**src/sv/complex_number_alu_assert.svh**
```systemverilog
// Assertion macros shared by the complex number ALU modules.
`ifndef COMPLEX_NUMBER_ALU_ASSERT_SVH
`define COMPLEX_NUMBER_ALU_ASSERT_SVH

`ifndef ASSERT_OFF

`define CNA_ASSERT(lbl, clk, rst_n, prop) \
  lbl: assert property (@(posedge clk) disable iff (!rst_n) (prop)) \
    else $error("%m: assertion failed");

`define CNA_ASSERT_IMPLY(lbl, clk, rst_n, pre, post) \
  lbl: assert property (@(posedge clk) disable iff (!rst_n) (pre) |-> (post)) \
    else $error("%m: implication failed");

`define CNA_ASSERT_NEXT(lbl, clk, rst_n, pre, post) \
  lbl: assert property (@(posedge clk) disable iff (!rst_n) (pre) |=> (post)) \
    else $error("%m: next-cycle check failed");

`else

`define CNA_ASSERT(lbl, clk, rst_n, prop)
`define CNA_ASSERT_IMPLY(lbl, clk, rst_n, pre, post)
`define CNA_ASSERT_NEXT(lbl, clk, rst_n, pre, post)

`endif

`endif

```
**src/sv/cna_pkg.sv**
```systemverilog
// Shared constants and types of the complex number ALU.
package cna_pkg;

  localparam int WORD_BITS     = 32;
  localparam int FRACTION_BITS = 16;
  localparam int QUEUE_DEPTH   = 2;

  typedef enum logic [1:0] {
    OP_ADD = 2'd0,
    OP_SUB = 2'd1,
    OP_MUL = 2'd2,
    OP_DIV = 2'd3
  } op_e;

endpackage

```
**src/sv/cna_front.sv**
```systemverilog
// Front end: accepts beats, decodes the command and queues the operands.
module cna_front #(
  parameter int W     = cna_pkg::WORD_BITS,
  parameter int DEPTH = cna_pkg::QUEUE_DEPTH
) (
  input  logic                clk_i,
  input  logic                rst_ni,
  input  logic                valid_i,
  output logic                stall_o,
  input  logic [1:0]          command_i,
  input  logic signed [W-1:0] a_real_i,
  input  logic signed [W-1:0] a_imag_i,
  input  logic signed [W-1:0] b_real_i,
  input  logic signed [W-1:0] b_imag_i,
  input  logic                pop_i,
  output logic                q_valid_o,
  output cna_pkg::op_e        q_op_o,
  output logic                q_dbz_o,
  output logic signed [W-1:0] q_ar_o,
  output logic signed [W-1:0] q_ai_o,
  output logic signed [W-1:0] q_br_o,
  output logic signed [W-1:0] q_bi_o
);

  `include "complex_number_alu_assert.svh"

  localparam int PW = (DEPTH > 1) ? $clog2(DEPTH) : 1;
  localparam int CW = $clog2(DEPTH + 1);

  typedef struct packed {
    cna_pkg::op_e        op;
    logic                dbz;
    logic signed [W-1:0] ar;
    logic signed [W-1:0] ai;
    logic signed [W-1:0] br;
    logic signed [W-1:0] bi;
  } entry_t;

  entry_t        mem_q [DEPTH];
  entry_t        wr_entry;
  logic [PW-1:0] wr_ptr_q, wr_ptr_d, rd_ptr_q, rd_ptr_d;
  logic [CW-1:0] count_q, count_d;
  logic          full, push;

  assign full    = (count_q == CW'(DEPTH));
  assign stall_o = full;
  assign push    = valid_i && !full;

  // classify: decode the operation and flag a zero divisor up front
  always_comb begin
    wr_entry.op  = cna_pkg::op_e'(command_i);
    wr_entry.dbz = (wr_entry.op == cna_pkg::OP_DIV) && (b_real_i == '0) && (b_imag_i == '0);
    wr_entry.ar  = a_real_i;
    wr_entry.ai  = a_imag_i;
    wr_entry.br  = b_real_i;
    wr_entry.bi  = b_imag_i;
  end

  always_comb begin
    wr_ptr_d = wr_ptr_q;
    rd_ptr_d = rd_ptr_q;
    count_d  = count_q;
    if (push) begin
      wr_ptr_d = (wr_ptr_q == PW'(DEPTH - 1)) ? '0 : wr_ptr_q + 1'b1;
    end
    if (pop_i) begin
      rd_ptr_d = (rd_ptr_q == PW'(DEPTH - 1)) ? '0 : rd_ptr_q + 1'b1;
    end
    if (push && !pop_i) begin
      count_d = count_q + 1'b1;
    end else if (!push && pop_i) begin
      count_d = count_q - 1'b1;
    end
  end

  always_ff @(posedge clk_i or negedge rst_ni) begin
    if (!rst_ni) begin
      wr_ptr_q <= '0;
      rd_ptr_q <= '0;
      count_q  <= '0;
    end else begin
      wr_ptr_q <= wr_ptr_d;
      rd_ptr_q <= rd_ptr_d;
      count_q  <= count_d;
    end
  end

  always_ff @(posedge clk_i) begin
    if (push) begin
      mem_q[wr_ptr_q] <= wr_entry;
    end
  end

  assign q_valid_o = (count_q != '0);
  assign q_op_o    = mem_q[rd_ptr_q].op;
  assign q_dbz_o   = mem_q[rd_ptr_q].dbz;
  assign q_ar_o    = mem_q[rd_ptr_q].ar;
  assign q_ai_o    = mem_q[rd_ptr_q].ai;
  assign q_br_o    = mem_q[rd_ptr_q].br;
  assign q_bi_o    = mem_q[rd_ptr_q].bi;

  `CNA_ASSERT(a_count_bound, clk_i, rst_ni, count_q <= CW'(DEPTH))
  `CNA_ASSERT_IMPLY(a_pop_nonempty, clk_i, rst_ni, pop_i, count_q != '0)
  `CNA_ASSERT_NEXT(a_push_count, clk_i, rst_ni, push && !pop_i, count_q == $past(count_q) + 1'b1)

endmodule

```
**config.mk**
```make
export PLATFORM = sky130hd
export DESIGN_NAME = cna_front
export DESIGN_NICKNAME = d
export VERILOG_FILES = /design/src/sv/cna_pkg.sv /design/src/sv/cna_front.sv
export VERILOG_INCLUDE_DIRS = /design/src /design/src/sv
export SDC_FILE = /design/constraint.sdc
export NUM_CORES = 1
export LEC_CHECK = 0
export BUFFER_PORTS_ARGS = -buffer_cell sky130_fd_sc_hd__buf_4
export CAP_MARGIN = 30
export CORE_UTILIZATION = 30
export CTS_BUF_LIST = sky130_fd_sc_hd__clkbuf_16
export DETAILED_ROUTE_END_ITERATION = 12
export HOLD_SLACK_MARGIN = 0.02
export PLACE_DENSITY = 0.55
export SETUP_SLACK_MARGIN = 0.4
export SLEW_MARGIN = 30
export SYNTH_ARGS = -nofsm -noshare
export SYNTH_HDL_FRONTEND = slang
export SYNTH_SLANG_ARGS = --single-unit
```
**constraint.sdc**
```tcl
create_clock -name clk_i -period 6.13 [get_ports clk_i]
set_input_delay 0.3065 -clock clk_i [delete_from_list [all_inputs] [get_ports clk_i]]
set_output_delay 0.3065 -clock clk_i [all_outputs]
set_load 0.03 [all_outputs]
```
==> results.py, run 1 <==
metrics = {
    "yosys": {
        "synth.most_common_cell": "edfxtp_1",
        "synth_fp_nets": 585,
        "avgSynthCellArea_um2": 21.8,
        "synth_edf_count": 262,
        "async_flop_share_pct": 1.50,
        "synth_mux_area_share_pct": 15.0,
        "synthXorXnorAreaFrac_pct": 0.446,
        "synth_area_leaders": "edfxtp_1, mux2_2, buf_6, dfrtp_1, nor4_1",
        "synth.distinct_cells": 20,
        "synth-main-ff-cell": "edfxtp_1",
        "synth-adder-area-share_pct": 0.127,
        "synth_simple_gate_area_share_pct": 1.86,
        "synthesis.area_um2": 9820,
        "syn-instance-count": 450,
        "synth_top_cells_by_count": "edfxtp_1, mux2_2, nor4_1, buf_6, buf_2",
        "ys_seq_area_share_pct": 81.1,
        "ys_ff_latch": 266,
        "yosysTopAreaCell": "edfxtp_1",
        "yosysTopAreaCellShare_pct": 80.1,
        "synth_compound_area_share_pct": 0,
        "ys.warnings.count": 0,
        "synth_top_family_by_area": "multiplexers",
    },
    "power_and_ir_drop": {
        "peakVddDrop_v": 0.000615,
        "power.leakage_nw": 5.36,
        "power.density_nw_per_um2": 465,
    },
    "drt": {
        "detail-route-antenna-nets": 0,
        "via_per_inst": 4.26,
        "drc": 0,
        "wl_per_cell_um": 16.4,
        "routed_wl_um": 21700,
        "drt-initial-drc-count": 232,
        "first_pass_iters": 4,
        "vias": 5638,
    },
    "layout": {
        "drive_above_1_share_pct": 49.8,
        "nets": 1004,
        "antenna_cells": 0,
        "nFillCells": 2838,
        "fin_cells": 1324,
        "final_util_pct": 45.3,
        "syn_to_final_growth_pct": 47.1,
    },
    "grt": {
        "grt_pass1_vias": 5828,
        "grt_pass1_wl_um": 32700,
        "use_met1_pct": 16.0,
        "top_usage_layer": "met2",
        "grt_antenna_before_repair": 1,
        "grt_usage_pct": 12.6,
        "grt_use_met3_pct": 3.85,
        "grt_overflow": 0,
        "met2_usage_pct": 20.7,
        "grt_max_degree": 132,
    },
    "clocking": {
        "clk_latency_ns": 0.53,
        "clockRootBuffer": "clkbuf_16",
        "numCtsBuffers": 29,
        "htreeDepth": 1,
        "tritoncts": "done",
        "clock-sinks": 266,
        "cts.reportedPaths.clkPinSlew_ns": 0.06,
        "clk_path_buf_depth": 3,
    },
    "floorplan": {
        "dieArea_um2": 33500,
        "die_h_um": 183,
        "die_w_um": 183,
        "core_um2": 31900,
        "initial_core_util_pct": 30.8,
        "io_pins": 267,
        "core.rowCount": 65,
    },
    "critical_path": {
        "cpPeakStageDelay_ns": 0.84,
        "crit_chain": "buf_4 -> mux2_2 -> buf_4",
        "cp_data_arrival_time_ns": 2.73,
        "worstPathRequired_ns": 5.82,
        "path_max_fanout": 54,
        "crit_type": "reg2out",
        "cp_slowest_cell": "dfrtp_4",
        "cp_common_cell": "buf_4",
        "path_delay_family": "buffers and inverters",
        "worstPathBufferInverterCount": 2,
        "cp-start-kind": "flop",
        "cp-end-kind": "primary output",
    },
    "worst_hold_path": {
        "hold_class": "in2async",
    },
    "place": {
        "dp.cells": 1141,
        "gp_congestion": 0.734,
        "hpwl_um": 13300,
        "portBuffers": 266,
    },
    "timing": {
        "fmax_mhz": 329,
        "fin_setup_tns_ns": 0,
        "fin_skew_ns": 0.00563,
        "fin_crit_sh_pct": 49.6,
        "slew_violations": 0,
        "hold_viol_final": 0,
        "setup_viol": 0,
        "min_period_ns": 3.04,
        "slew_headroom_pct": 38.9,
        "hold_slack_ns": 0.102,
        "rsz0062_at_grt": "false",
        "worst_pin_slew_ns": 0.917,
    },
    "run_status": {
        "status": "finished clean",
    },
    "job": {
        "maxCapViolCount": 0,
    },
}
path summary, 6_finish.rpt:
| path | to | cells after the start | startpoint | slack [ns] |
|---|---|---|---|---|
| max | q_br_o[15] | 3 | rd_ptr_q | 3.09 |
| min | wr_ptr_q | 2 | rst_ni | 0.10 |
| max reg2reg | mem_q[0][91] | 4 | count_q[0] | 4.13 |
| min reg2reg | count_q[1] | 1 | count_q[1] | 0.49 |
| max in group asynchronous | rd_ptr_q | 2 | rst_ni | 5.91 |
| min in group clk_i | wr_ptr_q | 3 | valid_i | 0.17 |
kinds of logic after synthesis:
kind of cell  Yosys count
xor+xnor                5
flops                 266
buf+inv                18
simple gates           29
mux                   131
fa+ha+maj               1
metal layers:
layer	part of all wire, %	wire, um
met1	42	9080
met2	48	10400
met3	8.3	1790
met4	2.0	444
met5	0	0
sequential cells by signal (all words and copies together) (netlist names):
register	flops
mem_q	262
rd_ptr_q	1
count_q	2
wr_ptr_q	1
cells in the final DEF (no fill, tap or decap), drive strengths merged, types with 2 or more instances in the layout:
cell / count
buf: 271
edfxtp: 262
dlygate4sd3: 132
mux2: 131
clkbuf: 29
nor4: 15
inv: 12
clkinv: 11
dfrtp: 4
xor2: 3
nor2: 3
nand3: 2
nor4b: 2
nand4: 2
xnor2: 2
clkinvlp: 2
layout make-up:
type	count	area [um2]	share of cell area, %
timing repair buffer	403	3370	23.3
tap	435	544	3.77
multi-input combinational	166	1730	12.0
clock buffer	29	726	5.02
clock inverter	22	96.3	0.667
sequential	266	7970	55.2
inverter	3	11.3	0.0779
where the power goes:
group | leakage, nW | internal, W | switching (W) | total [W]
logic | 2.45 | 0.00104 | 0.00154 | 0.00258
registers | 2.48 | 0.00249 | 0.000144 | 0.00264
clock network | 0.435 | 0.000847 | 0.000648 | 0.00150
total | 5.36 | 0.00438 | 0.00233 | 0.00671
what timing repair did:
action / 4_1_cts / 5_1_grt
hold buffers: 132 / 0
endpoints found under the hold margin: 265 / 0
resized for setup: 0 / 0
buffers inserted: 0 / 0
through the flow:
stage,total power [W],setup WS [ns],instance area (um2)
floorplan,0.00436,1.65,9830
global placement,0.00521,3.62,12300
detailed placement,0.00523,3.61,12300
CTS,0.00683,3.02,14400
global route,0.00702,2.93,14400
finish,0.00671,3.09,14400
No activity file was read; power rests on OpenSTA's default activity.
==> run 2: changes to the inputs <==
--- a/config.mk
+++ b/config.mk
@@ -12,7 +12,7 @@
 export CTS_BUF_LIST = sky130_fd_sc_hd__clkbuf_16
 export DETAILED_ROUTE_END_ITERATION = 12
 export HOLD_SLACK_MARGIN = 0.02
-export PLACE_DENSITY = 0.55
+export PLACE_DENSITY = 0.54
 export SETUP_SLACK_MARGIN = 0.4
 export SLEW_MARGIN = 30
 export SYNTH_ARGS = -nofsm -noshare
==> constraint.sdc (replaced) <==
create_clock -name clk_i -period 2.95 [get_ports clk_i]
set_input_delay 0.1475 -clock clk_i [delete_from_list [all_inputs] [get_ports clk_i]]
set_output_delay 0.1475 -clock clk_i [all_outputs]
set_load 0.03 [all_outputs]
==> run 2 against run 1 <==
Against the previous run:
- combinational power grew 120%
- cell area grew 0.90%
- total power grew 110%
- hold slack gained 0.23 ns
- via count grew 1.1%
- sequential power grew 100%
- global-route usage grew 0.62 points
- first-iteration DRC count shrank 11%
- final cell count grew 0.60%
- critical path type unchanged
- critical endpoint is now q_bi_o[30]
- largest power group is now combinational cells
==> results.py, run 2 (synthesized netlist as in run 1, its figures left out) <==
metrics = {
    "timing": {
        "fin_crit_sh_pct": 80.0,
        "slew_headroom_pct": 55.1,
        "worst_pin_slew_ns": 0.674,
        "slew_violations": 0,
        "setup_viol": 0,
        "fmax_mhz": 424,
        "min_period_ns": 2.36,
        "hold_viol_final": 0,
        "rsz0062_at_grt": "false",
        "fin_skew_ns": 0.0198,
    },
    "place": {
        "portBuffers": 266,
        "dp.cells": 1144,
        "gp_congestion": 0.736,
        "hpwl_um": 14000,
    },
    "power_and_ir_drop": {
        "power.leakage_nw": 5.44,
        "power.density_nw_per_um2": 976,
        "peakVddDrop_v": 0.000772,
        "finalPower_w": 0.0142,
    },
    "grt": {
        "top_usage_layer": "met2",
        "grt_overflow": 0,
        "grt_max_degree": 85,
        "met2_usage_pct": 22.2,
        "grt_antenna_before_repair": 0,
        "grt_use_met3_pct": 4.31,
        "use_met1_pct": 15.9,
        "grt_usage_pct": 13.2,
        "grt_pass1_wl_um": 34000,
        "grt_pass1_vias": 6090,
    },
    "critical_path": {
        "cp_data_arrival_time_ns": 2.21,
        "cp-end-kind": "primary output",
        "cp_common_cell": "buf_4",
        "crit_type": "reg2out",
        "path_delay_family": "flip-flops",
        "worstPathBufferInverterCount": 2,
        "cp-start-kind": "flop",
        "cpPeakStageDelay_ns": 0.66,
        "crit_chain": "buf_4 -> mux2_2 -> buf_4",
        "path_max_fanout": 24,
        "worstPathRequired_ns": 2.80,
        "cp_slowest_cell": "dfrtp_4",
    },
    "drt": {
        "vias": 5700,
        "wl_per_cell_um": 17.0,
        "first_pass_iters": 4,
        "detail-route-antenna-nets": 0,
        "drt-initial-drc-count": 207,
        "routed_wl_um": 22600,
        "drc": 0,
        "via_per_inst": 4.28,
    },
    "job": {
        "maxCapViolCount": 0,
    },
    "run_status": {
        "status": "finished clean",
    },
    "layout": {
        "largestRegisters": "mem_q: 262 flops, count_q: 2 flops",
        "antenna_cells": 0,
        "drive_above_1_share_pct": 50.1,
        "syn_to_final_growth_pct": 48.4,
        "fin_cells": 1332,
        "final_util_pct": 45.7,
        "largest-register": "mem_q",
        "nFillCells": 2850,
        "final_cell_mix": "buf_4, edfxtp_1, dlygate4sd3_1",
        "mostFrequentLayoutCell": "buf_4",
        "largest_reg_flops": 262,
        "nets": 1009,
    },
    "clocking": {
        "tritoncts": "done",
        "clock-sinks": 266,
        "holdBufCountCts": 134,
        "clockRootBuffer": "clkbuf_16",
        "clk_latency_ns": 0.54,
        "clk_path_buf_depth": 3,
        "post_cts_resized": 0,
        "cts.reportedPaths.clkPinSlew_ns": 0.06,
        "post-cts-setup-buffers": 0,
        "htreeDepth": 1,
        "numCtsBuffers": 29,
    },
    "floorplan": {
        "dieArea_um2": 33500,
        "core_um2": 31900,
        "core.rowCount": 65,
        "io_pins": 267,
        "die_h_um": 183,
        "initial_core_util_pct": 30.8,
        "die_w_um": 183,
    },
    "worst_hold_path": {
        "hold_class": "in2reg",
    },
}
-- run 2: changes by cell type in the layout (fill, tap and decap cells not counted) --
cell / before / now
inv_1: 12 / 15
clkinvlp_4: 2 / 1
dlygate4sd3_1: 132 / 134
nand2_1: 1 / 0
nand2b_4: 0 / 1
clkinv_1: 6 / 5
buf_6: 1 / 0
bufinv_16: 0 / 1
nand2_4: 0 / 1
nand2b_1: 1 / 0
buf_12: 1 / 4
inv_6: 0 / 1
buf_4: 269 / 270
-- run 2: layout make-up --
cell class | count | area (um2) | share of cell area, %
sequential | 266 | 7970 | 54.7
timing repair buffer | 408 | 3450 | 23.7
clock buffer | 29 | 726 | 4.98
clock inverter | 25 | 135 | 0.927
multi-input combinational | 166 | 1740 | 11.9
inverter | 3 | 11.3 | 0.0772
tap | 435 | 544 | 3.73
-- run 2: power by group --
group / total (W) / internal, W / switching (W)
clock: 0.00327 / 0.00186 / 0.00141
sequential: 0.00540 / 0.00517 / 0.000237
combinational: 0.00556 / 0.00223 / 0.00332
-- run 2: per-stage QoR --
step                      setup WS (ns)  hold slack (ns)  instance area, um2  TNS [ns]
after global placement             1.08          -0.0502               12400         0
final                             0.589            0.330               14600         0
after CTS                         0.527            0.294               14600         0
after detailed placement           1.06          -0.0507               12400         0
after global routing              0.480            0.299               14600         0
after floorplan                -0.00542           -0.148                9850    -0.710
-- run 2: final timing paths --
kind / start / endpoint / slack, ns / cells past startpoint
hold / removal: b_imag_i[20] / mem_q[1][20] / 0.33 / 2
max in group asynchronous: rst_ni / rd_ptr_q / 2.24 / 3
hold reg to reg: count_q[0] / count_q[0] / 0.54 / 1
setup / recovery: rd_ptr_q / q_bi_o[30] / 0.59 / 3
min in group asynchronous: rst_ni / count_q[1] / 0.51 / 3
setup reg to reg: count_q[0] / mem_q[0][69] / 1.04 / 4
-- run 2: metal layers --
metal	part of all wire, %	vias up
met5	0	-
met4	2.9	0
met3	7.7	43
met2	49	189
met1	41	2808
li1	-	2660
-- run 2: worst reg2reg max path, stage by stage (launching register included) --
cell      delay [ns]
dfrtp_1         0.40
nand2b_4        0.17
nand2_4         0.06
nor2_4          0.36
buf_12          0.38
